===== config.mk =====
export PLATFORM = sky130hd
export DESIGN_NAME = one_shot_timer_table_top
export DESIGN_NICKNAME = d
export VERILOG_FILES = /design/src/hdl/ostt_pkg.sv /design/src/hdl/ostt_slot_ram.sv /design/src/hdl/one_shot_timer_table_top.sv
export SDC_FILE = /design/constraint.sdc
export NUM_CORES = 1
export LEC_CHECK = 0
export BUFFER_PORTS_ARGS = -buffer_cell sky130_fd_sc_hd__buf_2
export CAP_MARGIN = 0
export CORE_MARGIN = 2
export CORE_UTILIZATION = 50
export DETAILED_ROUTE_END_ITERATION = 8
export GPL_TIMING_DRIVEN = 0
export PLACE_DENSITY = 0.79
export SKIP_LAST_GASP = 1
export SYNTH_ARGS = -nofsm -noshare
export SYNTH_HDL_FRONTEND = slang
export SYNTH_SLANG_ARGS = --single-unit

===== constraint.sdc =====
create_clock -name clk -period 14.8 [get_ports clk]
set_clock_uncertainty 0.2 [all_clocks]
set_input_delay 1.48 -clock clk [delete_from_list [all_inputs] [get_ports clk]]
set_output_delay 1.48 -clock clk [all_outputs]
set_load 0.03 [all_outputs]

===== src/hdl/ostt_pkg.sv =====
// Package for the one-shot timer table: sizes, command and report codes,
// slot entry and report structures.
// No dependencies.
`default_nettype none

package ostt_pkg;

    // Table size and derived index widths
    localparam int SLOTS      = 5;
    localparam int SLOT_IDX_W = (SLOTS > 1) ? $clog2(SLOTS) : 1;
    localparam int SLOT_CNT_W = $clog2(SLOTS + 1);

    localparam int ID_W   = 8;
    localparam int TIME_W = 32;

    // Command carried on the input tuser
    typedef enum logic [1:0] {
        CMD_TICK  = 2'd0,
        CMD_SET   = 2'd1,
        CMD_CLEAR = 2'd2
    } cmd_t;

    // Report kind carried on the output tuser
    typedef enum logic [1:0] {
        KIND_SET_OK   = 2'd0,
        KIND_SET_FULL = 2'd1,
        KIND_EXPIRED  = 2'd2
    } kind_t;

    // Sequencer states
    typedef enum logic [1:0] {
        ST_IDLE,
        ST_SCAN,
        ST_FINISH
    } state_t;

    // One slot as held in the slot memory
    typedef struct packed {
        logic [TIME_W-1:0] deadline;
        logic [ID_W-1:0]   id;
    } slot_entry_t;

    // One report beat
    typedef struct packed {
        kind_t             kind;
        logic [ID_W-1:0]   id;
        logic [TIME_W-1:0] rpt_time;
        logic              last;
    } report_t;

endpackage

`default_nettype wire


===== src/hdl/ostt_slot_ram.sv =====
// Generic single-port-write, single-port-read synchronous RAM with
// registered read data.
// No dependencies.
`default_nettype none

module ostt_slot_ram #(
    parameter int DEPTH = 5,
    parameter int WIDTH = 40,
    parameter int AW    = 3
) (
    input  wire logic             clk,
    input  wire logic             wr_en,
    input  wire logic [AW-1:0]    wr_addr,
    input  wire logic [WIDTH-1:0] wr_data,
    input  wire logic             rd_en,
    input  wire logic [AW-1:0]    rd_addr,
    output logic      [WIDTH-1:0] rd_data
);

    logic [WIDTH-1:0] mem_reg [DEPTH];
    logic [WIDTH-1:0] rd_data_reg;

    // Write port
    always_ff @(posedge clk)
    begin
        if (wr_en)
        begin
            mem_reg[wr_addr] <= wr_data;
        end
    end

    // Registered read port
    always_ff @(posedge clk)
    begin
        if (rd_en)
        begin
            rd_data_reg <= mem_reg[rd_addr];
        end
    end

    assign rd_data = rd_data_reg;

endmodule

`default_nettype wire


===== src/hdl/one_shot_timer_table_top.sv =====
// Top level of the one-shot timer table: command sequencer, slot valid
// flags, millisecond counter and output beat register.
// Depends on ostt_pkg and ostt_slot_ram.
//
//  channel   direction  tdata (low bit up)            tuser           tlast
//  s_axis    in         timer_id, delay_ms            command         -
//  m_axis    out        report_id, report_time        report_kind     last_report
//
// One beat is taken, then the slot memory is read one slot a cycle (while no
// tick stall holds), set by its single read port, with the compare on the
// registered read data, then a closing state; the next beat waits for idle.
// Reset empties every slot and zeroes the counter at once; no clearing pass.
// A tick stalls its scan while a second expiry waits on a stalled m_axis;
// a set waits in its closing cycle until the output register is free.
`default_nettype none

module one_shot_timer_table_top (
    input  wire logic        clk,
    input  wire logic        rst_n,
    input  wire logic        s_axis_tvalid,
    output logic             s_axis_tready,
    input  wire logic [39:0] s_axis_tdata,   // timer_id[7:0], delay_ms[39:8]
    input  wire logic [1:0]  s_axis_tuser,   // command[1:0]
    output logic             m_axis_tvalid,
    input  wire logic        m_axis_tready,
    output logic      [39:0] m_axis_tdata,   // report_id[7:0], report_time[39:8]
    output logic      [1:0]  m_axis_tuser,   // report_kind[1:0]
    output logic             m_axis_tlast    // last_report
);

    import ostt_pkg::*;

    // Control registers
    state_t                  state_reg,       state_next;
    cmd_t                    cmd_reg,         cmd_next;
    logic [TIME_W-1:0]       ms_count_reg,    ms_count_next;
    logic [SLOTS-1:0]        valid_reg,       valid_next;
    logic [SLOT_CNT_W-1:0]   rd_cnt_reg,      rd_cnt_next;
    logic                    chk_vld_reg,     chk_vld_next;
    logic                    found_reg,       found_next;
    logic                    empty_found_reg, empty_found_next;
    logic                    pend_vld_reg,    pend_vld_next;
    logic                    out_vld_reg,     out_vld_next;

    // Payload registers
    logic [ID_W-1:0]         id_reg,          id_next;
    logic [TIME_W-1:0]       deadline_reg,    deadline_next;
    logic [SLOT_IDX_W-1:0]   chk_idx_reg,     chk_idx_next;
    logic [SLOT_IDX_W-1:0]   found_idx_reg,   found_idx_next;
    logic [SLOT_IDX_W-1:0]   empty_idx_reg,   empty_idx_next;
    report_t                 pend_reg,        pend_next;
    report_t                 out_reg,         out_next;

    // Slot memory ports
    logic                    rd_en;
    logic [SLOT_IDX_W-1:0]   rd_addr;
    logic                    wr_en;
    logic [SLOT_IDX_W-1:0]   wr_addr;
    slot_entry_t             wr_entry;
    slot_entry_t             rd_entry;
    logic [$bits(slot_entry_t)-1:0] rd_word;

    ostt_slot_ram #(
        .DEPTH (SLOTS),
        .WIDTH ($bits(slot_entry_t)),
        .AW    (SLOT_IDX_W)
    ) u_slot_ram (
        .clk     (clk),
        .wr_en   (wr_en),
        .wr_addr (wr_addr),
        .wr_data (wr_entry),
        .rd_en   (rd_en),
        .rd_addr (rd_addr),
        .rd_data (rd_word)
    );

    assign rd_entry = slot_entry_t'(rd_word);

    // Port drive
    assign s_axis_tready = (state_reg == ST_IDLE);
    assign m_axis_tvalid = out_vld_reg;
    assign m_axis_tdata  = {out_reg.rpt_time, out_reg.id};
    assign m_axis_tuser  = out_reg.kind;
    assign m_axis_tlast  = out_reg.last;

    // Sequencer: next state and datapath
    always_comb
    begin
        logic              out_free;
        logic              hit;
        logic              stall;
        logic              load_out;
        logic [TIME_W-1:0] dur;
        logic [TIME_W-1:0] dur_eff;

        state_next       = state_reg;
        cmd_next         = cmd_reg;
        ms_count_next    = ms_count_reg;
        valid_next       = valid_reg;
        rd_cnt_next      = rd_cnt_reg;
        chk_vld_next     = chk_vld_reg;
        found_next       = found_reg;
        empty_found_next = empty_found_reg;
        pend_vld_next    = pend_vld_reg;
        id_next          = id_reg;
        deadline_next    = deadline_reg;
        chk_idx_next     = chk_idx_reg;
        found_idx_next   = found_idx_reg;
        empty_idx_next   = empty_idx_reg;
        pend_next        = pend_reg;
        out_next         = out_reg;
        load_out         = 1'b0;

        rd_en    = 1'b0;
        rd_addr  = rd_cnt_reg[SLOT_IDX_W-1:0];
        wr_en    = 1'b0;
        wr_addr  = found_reg ? found_idx_reg : empty_idx_reg;
        wr_entry = '{deadline: deadline_reg, id: id_reg};

        out_free = !out_vld_reg || m_axis_tready;
        dur      = s_axis_tdata[39:8];
        dur_eff  = (dur == '0) ? TIME_W'(1) : dur;

        // Compare of the slot read last, held in the registered read data
        if (cmd_reg == CMD_TICK)
        begin
            hit = chk_vld_reg && valid_reg[chk_idx_reg]
                  && (rd_entry.deadline == ms_count_reg);
        end
        else
        begin
            hit = chk_vld_reg && valid_reg[chk_idx_reg] && (rd_entry.id == id_reg);
        end
        stall = (cmd_reg == CMD_TICK) && hit && pend_vld_reg && !out_free;

        case (state_reg)
            ST_IDLE:
            begin
                if (s_axis_tvalid)
                begin
                    cmd_next         = cmd_t'(s_axis_tuser);
                    id_next          = s_axis_tdata[7:0];
                    deadline_next    = ms_count_reg + dur_eff;
                    rd_cnt_next      = '0;
                    chk_vld_next     = 1'b0;
                    found_next       = 1'b0;
                    empty_found_next = 1'b0;
                    pend_vld_next    = 1'b0;
                    if (s_axis_tuser inside {CMD_SET, CMD_CLEAR})
                    begin
                        state_next = ST_SCAN;
                    end
                    else if (s_axis_tuser == CMD_TICK)
                    begin
                        ms_count_next = ms_count_reg + TIME_W'(1);
                        state_next    = ST_SCAN;
                    end
                end
            end

            ST_SCAN:
            begin
                if (!stall)
                begin
                    // Check stage
                    if (chk_vld_reg)
                    begin
                        if (cmd_reg == CMD_TICK)
                        begin
                            if (hit)
                            begin
                                valid_next[chk_idx_reg] = 1'b0;
                                if (pend_vld_reg)
                                begin
                                    load_out = 1'b1;
                                    out_next = pend_reg;
                                end
                                pend_next     = '{kind: KIND_EXPIRED, id: rd_entry.id,
                                                  rpt_time: ms_count_reg, last: 1'b0};
                                pend_vld_next = 1'b1;
                            end
                        end
                        else
                        begin
                            if (hit && !found_reg)
                            begin
                                found_next     = 1'b1;
                                found_idx_next = chk_idx_reg;
                            end
                            if (!valid_reg[chk_idx_reg] && !empty_found_reg)
                            begin
                                empty_found_next = 1'b1;
                                empty_idx_next   = chk_idx_reg;
                            end
                        end
                    end

                    // Read stage
                    if (rd_cnt_reg < SLOT_CNT_W'(SLOTS))
                    begin
                        rd_en        = 1'b1;
                        chk_vld_next = 1'b1;
                        chk_idx_next = rd_cnt_reg[SLOT_IDX_W-1:0];
                        rd_cnt_next  = rd_cnt_reg + SLOT_CNT_W'(1);
                    end
                    else
                    begin
                        chk_vld_next = 1'b0;
                        state_next   = ST_FINISH;
                    end
                end
            end

            ST_FINISH:
            begin
                case (cmd_reg)
                    CMD_TICK:
                    begin
                        if (!pend_vld_reg)
                        begin
                            state_next = ST_IDLE;
                        end
                        else if (out_free)
                        begin
                            load_out      = 1'b1;
                            out_next      = pend_reg;
                            out_next.last = 1'b1;
                            pend_vld_next = 1'b0;
                            state_next    = ST_IDLE;
                        end
                    end

                    CMD_SET:
                    begin
                        if (out_free)
                        begin
                            load_out = 1'b1;
                            if (found_reg || empty_found_reg)
                            begin
                                wr_en               = 1'b1;
                                valid_next[wr_addr] = 1'b1;
                                out_next = '{kind: KIND_SET_OK, id: id_reg,
                                             rpt_time: ms_count_reg, last: 1'b1};
                            end
                            else
                            begin
                                out_next = '{kind: KIND_SET_FULL, id: id_reg,
                                             rpt_time: ms_count_reg, last: 1'b1};
                            end
                            state_next = ST_IDLE;
                        end
                    end

                    CMD_CLEAR:
                    begin
                        if (found_reg)
                        begin
                            valid_next[found_idx_reg] = 1'b0;
                        end
                        state_next = ST_IDLE;
                    end

                    default:
                    begin
                        state_next = ST_IDLE;
                    end
                endcase
            end

            default:
            begin
                state_next = ST_IDLE;
            end
        endcase

        // Output register: load or drain
        if (load_out)
        begin
            out_vld_next = 1'b1;
        end
        else if (m_axis_tready)
        begin
            out_vld_next = 1'b0;
        end
        else
        begin
            out_vld_next = out_vld_reg;
        end
    end

    // Control state
    always_ff @(posedge clk or negedge rst_n)
    begin
        if (!rst_n)
        begin
            state_reg       <= ST_IDLE;
            cmd_reg         <= CMD_TICK;
            ms_count_reg    <= '0;
            valid_reg       <= '0;
            rd_cnt_reg      <= '0;
            chk_vld_reg     <= 1'b0;
            found_reg       <= 1'b0;
            empty_found_reg <= 1'b0;
            pend_vld_reg    <= 1'b0;
            out_vld_reg     <= 1'b0;
        end
        else
        begin
            state_reg       <= state_next;
            cmd_reg         <= cmd_next;
            ms_count_reg    <= ms_count_next;
            valid_reg       <= valid_next;
            rd_cnt_reg      <= rd_cnt_next;
            chk_vld_reg     <= chk_vld_next;
            found_reg       <= found_next;
            empty_found_reg <= empty_found_next;
            pend_vld_reg    <= pend_vld_next;
            out_vld_reg     <= out_vld_next;
        end
    end

    // Payload, no reset
    always_ff @(posedge clk)
    begin
        id_reg        <= id_next;
        deadline_reg  <= deadline_next;
        chk_idx_reg   <= chk_idx_next;
        found_idx_reg <= found_idx_next;
        empty_idx_reg <= empty_idx_next;
        pend_reg      <= pend_next;
        out_reg       <= out_next;
    end

endmodule

`default_nettype wire


==> flow_metrics.tcl <==
set metrics [dict create \
    p_switching_mw 1.05 \
    cts_resized 0 \
    post-synth-top-area-fraction_pct 61.8 \
    gr-total-overflow 0 \
    total_power_mw 3.52 \
    dp_hpwl_mm 26.4 \
    hold_buffers 0 \
    root_buffer "clkbuf_16" \
    dr.first_iter.drc_count 845 \
    critPathLaunchType "input pin" \
    power.leakage_nw 7.43 \
    final_nets 1364 \
    finalWirelength_mm 39.4 \
    synth_edf_count 372 \
    cp.arrival_ns 5.58 \
    drive_gt1_share_pct 23.8 \
    endpoint_kind "register" \
    drt_first_pass_iters 5 \
    grt_max_degree 50 \
    cts_inserted_buffers 43 \
    ios 91 \
    crit_required_ns 14.88 \
    power.density_nw_per_um2 170 \
    cts_setup_buffers 0 \
    syn_area_per_cell_um2 15.9 \
    syn_nets 1218 \
    p_comb_share_pct 22.7 \
    die_h_um 194 \
    synthArstFlopShare_pct 11.6 \
    largest_reg_flops 200 \
    path_class "in -> reg" \
    slew_violations 0 \
    pwr-share-seq_pct 46.4 \
    syn_inst 1133 \
    clockBufferDepth 3 \
    die_w_um 194 \
    clkLatencyLatePin_ns 0.56 \
    p_sw_share_pct 29.7 \
    fin_tns_setup_ns 0 \
    syn_area_um2 18100 \
    synth-seq-area-share_pct 68.6 \
    yosysMostFrequentCell "edfxtp_1" \
    status "finished clean" \
    grt_pass1_vias 10407 \
    gp_congestion 0.891 \
    ys_dominant_reg_cell "edfxtp_1" \
    die_area_um2 37700 \
    clock_sinks 421 \
    finalHoldViolations 0 \
    min-delay-path-class "reg -> reg" \
    h-tree-depth 2 \
    ir_drop_mv 0.200 \
    viasPerCell 5.87 \
    relSlewSlack_pct 34.4 \
    core_area_um2 35600 \
    crit_fanout 4 \
    drc 0 \
    rsz0062_at_grt "false" \
    fin_util_pct 58.4 \
    area_growth_pct 14.9 \
    ant_nets 0 \
    period_minus_slack_ns 5.50 \
    cap_viol_max_count 0 \
    vias 10412 \
    netlist_top_cells_count "edfxtp_1, mux2_2, xnor2_1" \
    synth_top_cell_by_area "edfxtp_1" \
    antenna_found_initial 0 \
    power.clock.fraction_pct 30.8 \
    setup_viol 0 \
    fmax_mhz 182 \
    n_antenna_cell 0 \
    synth-seq-cells 421 \
    worstMarginPinSlew_ns 0.984 \
    portBuffers 89 \
    path_clk_slew_ns 0.06 \
    internal_power_mw 2.48 \
    wire_per_inst_um 22.2 \
    cts_tree "done" \
    rows 69 \
    synth_warnings 0 \
    start_util_pct 50.8 \
    grt_pass1_wl_mm 60.3 \
    grtUsageTotal_pct 21.1 \
    synth_area_leaders "edfxtp_1, dfrtp_1, mux4_2" \
    fin_crit_sh_pct 37.2 \
    ys_types 68 \
]
==> power groups by stage <==
stage | registers (mW) | logic [mW] | clock network, mW
after floorplan | 1.75 | 0.441 | 0
after global placement | 1.66 | 0.761 | 0
after detailed placement | 1.66 | 0.797 | 0
after CTS | 1.63 | 0.807 | 1.10
after global routing | 1.65 | 0.859 | 1.15
final | 1.64 | 0.801 | 1.09
==> cell families (layout without fill, tap and decap cells) <==
logic type	after synthesis	after routing	share of synthesized area (%)
flops	421	421	68.6
simple gates	221	221	6.25
compound gates	144	144	5.37
mux	125	125	10.4
xor+xnor	96	96	4.70
buf+inv	87	268	1.93
fa+ha+maj	39	39	2.74
==> critical path, stage by stage <==
cell and delay [ns]:
buf_2 0.11, nor4_1 0.83, nand4_1 0.16, o21bai_1 0.19, ha_1 0.21, inv_1 0.07
fa_1 0.41, nor2b_1 0.19, o211ai_1 0.15, a31oi_1 0.47, a21oi_1 0.26, o31a_1 0.37
a31oi_1 0.37, a21oi_1 0.15, xnor2_1 0.15
==> final timing paths <==
path	slack, ns	start	to	cells past startpoint
hold reg to reg	0.27	u_slot_ram.rd_data[3]	pend_reg[36]	0
setup reg to reg	10.93	ms_count_reg[0]	deadline_reg[20]	11
min in group asynchronous	0.78	rst_n	state_reg[0]	1
max in group asynchronous	13.08	rst_n	ms_count_reg[25]	1
setup / recovery	9.30	s_axis_tdata[31]	deadline_reg[20]	15
hold / removal	0.27	u_slot_ram.rd_data[3]	pend_reg[36]	0
==> cell type report <==
class,count,area [um2]
Buffer,61,250
Sequential cell,421,12400
Tap cell,461,577
Clock buffer,54,1140
Inverter,26,97.6
Fill cell,2654,14800
Multi-Input combinational cell,625,5370
Timing Repair Buffer,101,661
Clock inverter,26,279
==> stage by stage <==
step                hold WS [ns]  instances  setup slack (ns)  cell area, um2
finish                     0.273       1775              9.30           20800
floorplan                  0.223       1133              9.37           18100
global route               0.276       1775              9.19           20800
global placement           0.230       1683              6.58           19100
detailed placement         0.245       1695              8.86           19300
CTS                        0.266       1775              9.40           20800
==> metal layers <==
metal,share of wire [%],vias to the layer above,global-route usage (%),wire (um)
met4,3.3,0,8.14,1300
met3,6.9,69,3.30,2710
met1,40,5253,28.1,15800
met5,0,-,0,0
li1,-,4659,-,-
met2,50,431,35.1,19600
==> cells in the final DEF, fill, tap and decap left out, types with 8 or more instances in the layout <==
cell	Yosys	routed
clkbuf_1	51	61
nor2b_1	8	8
xor2_1	17	17
nand2_1	56	56
nor3_1	17	16
mux2_2	81	81
o21ai_0	25	25
inv_1	26	25
edfxtp_1	372	372
nor2_1	47	42
xnor2_1	78	78
nand4_1	16	16
and3_1	15	14
dfrtp_1	49	49
clkbuf_16	0	44
nand3_1	26	26
a21oi_1	32	32
clkinv_1	0	8
ha_1	38	38
nor4_1	10	10
mux4_2	41	41
a21o_1	14	14
buf_2	5	93
a31oi_1	9	9
(Power assumes the default switching activity.)
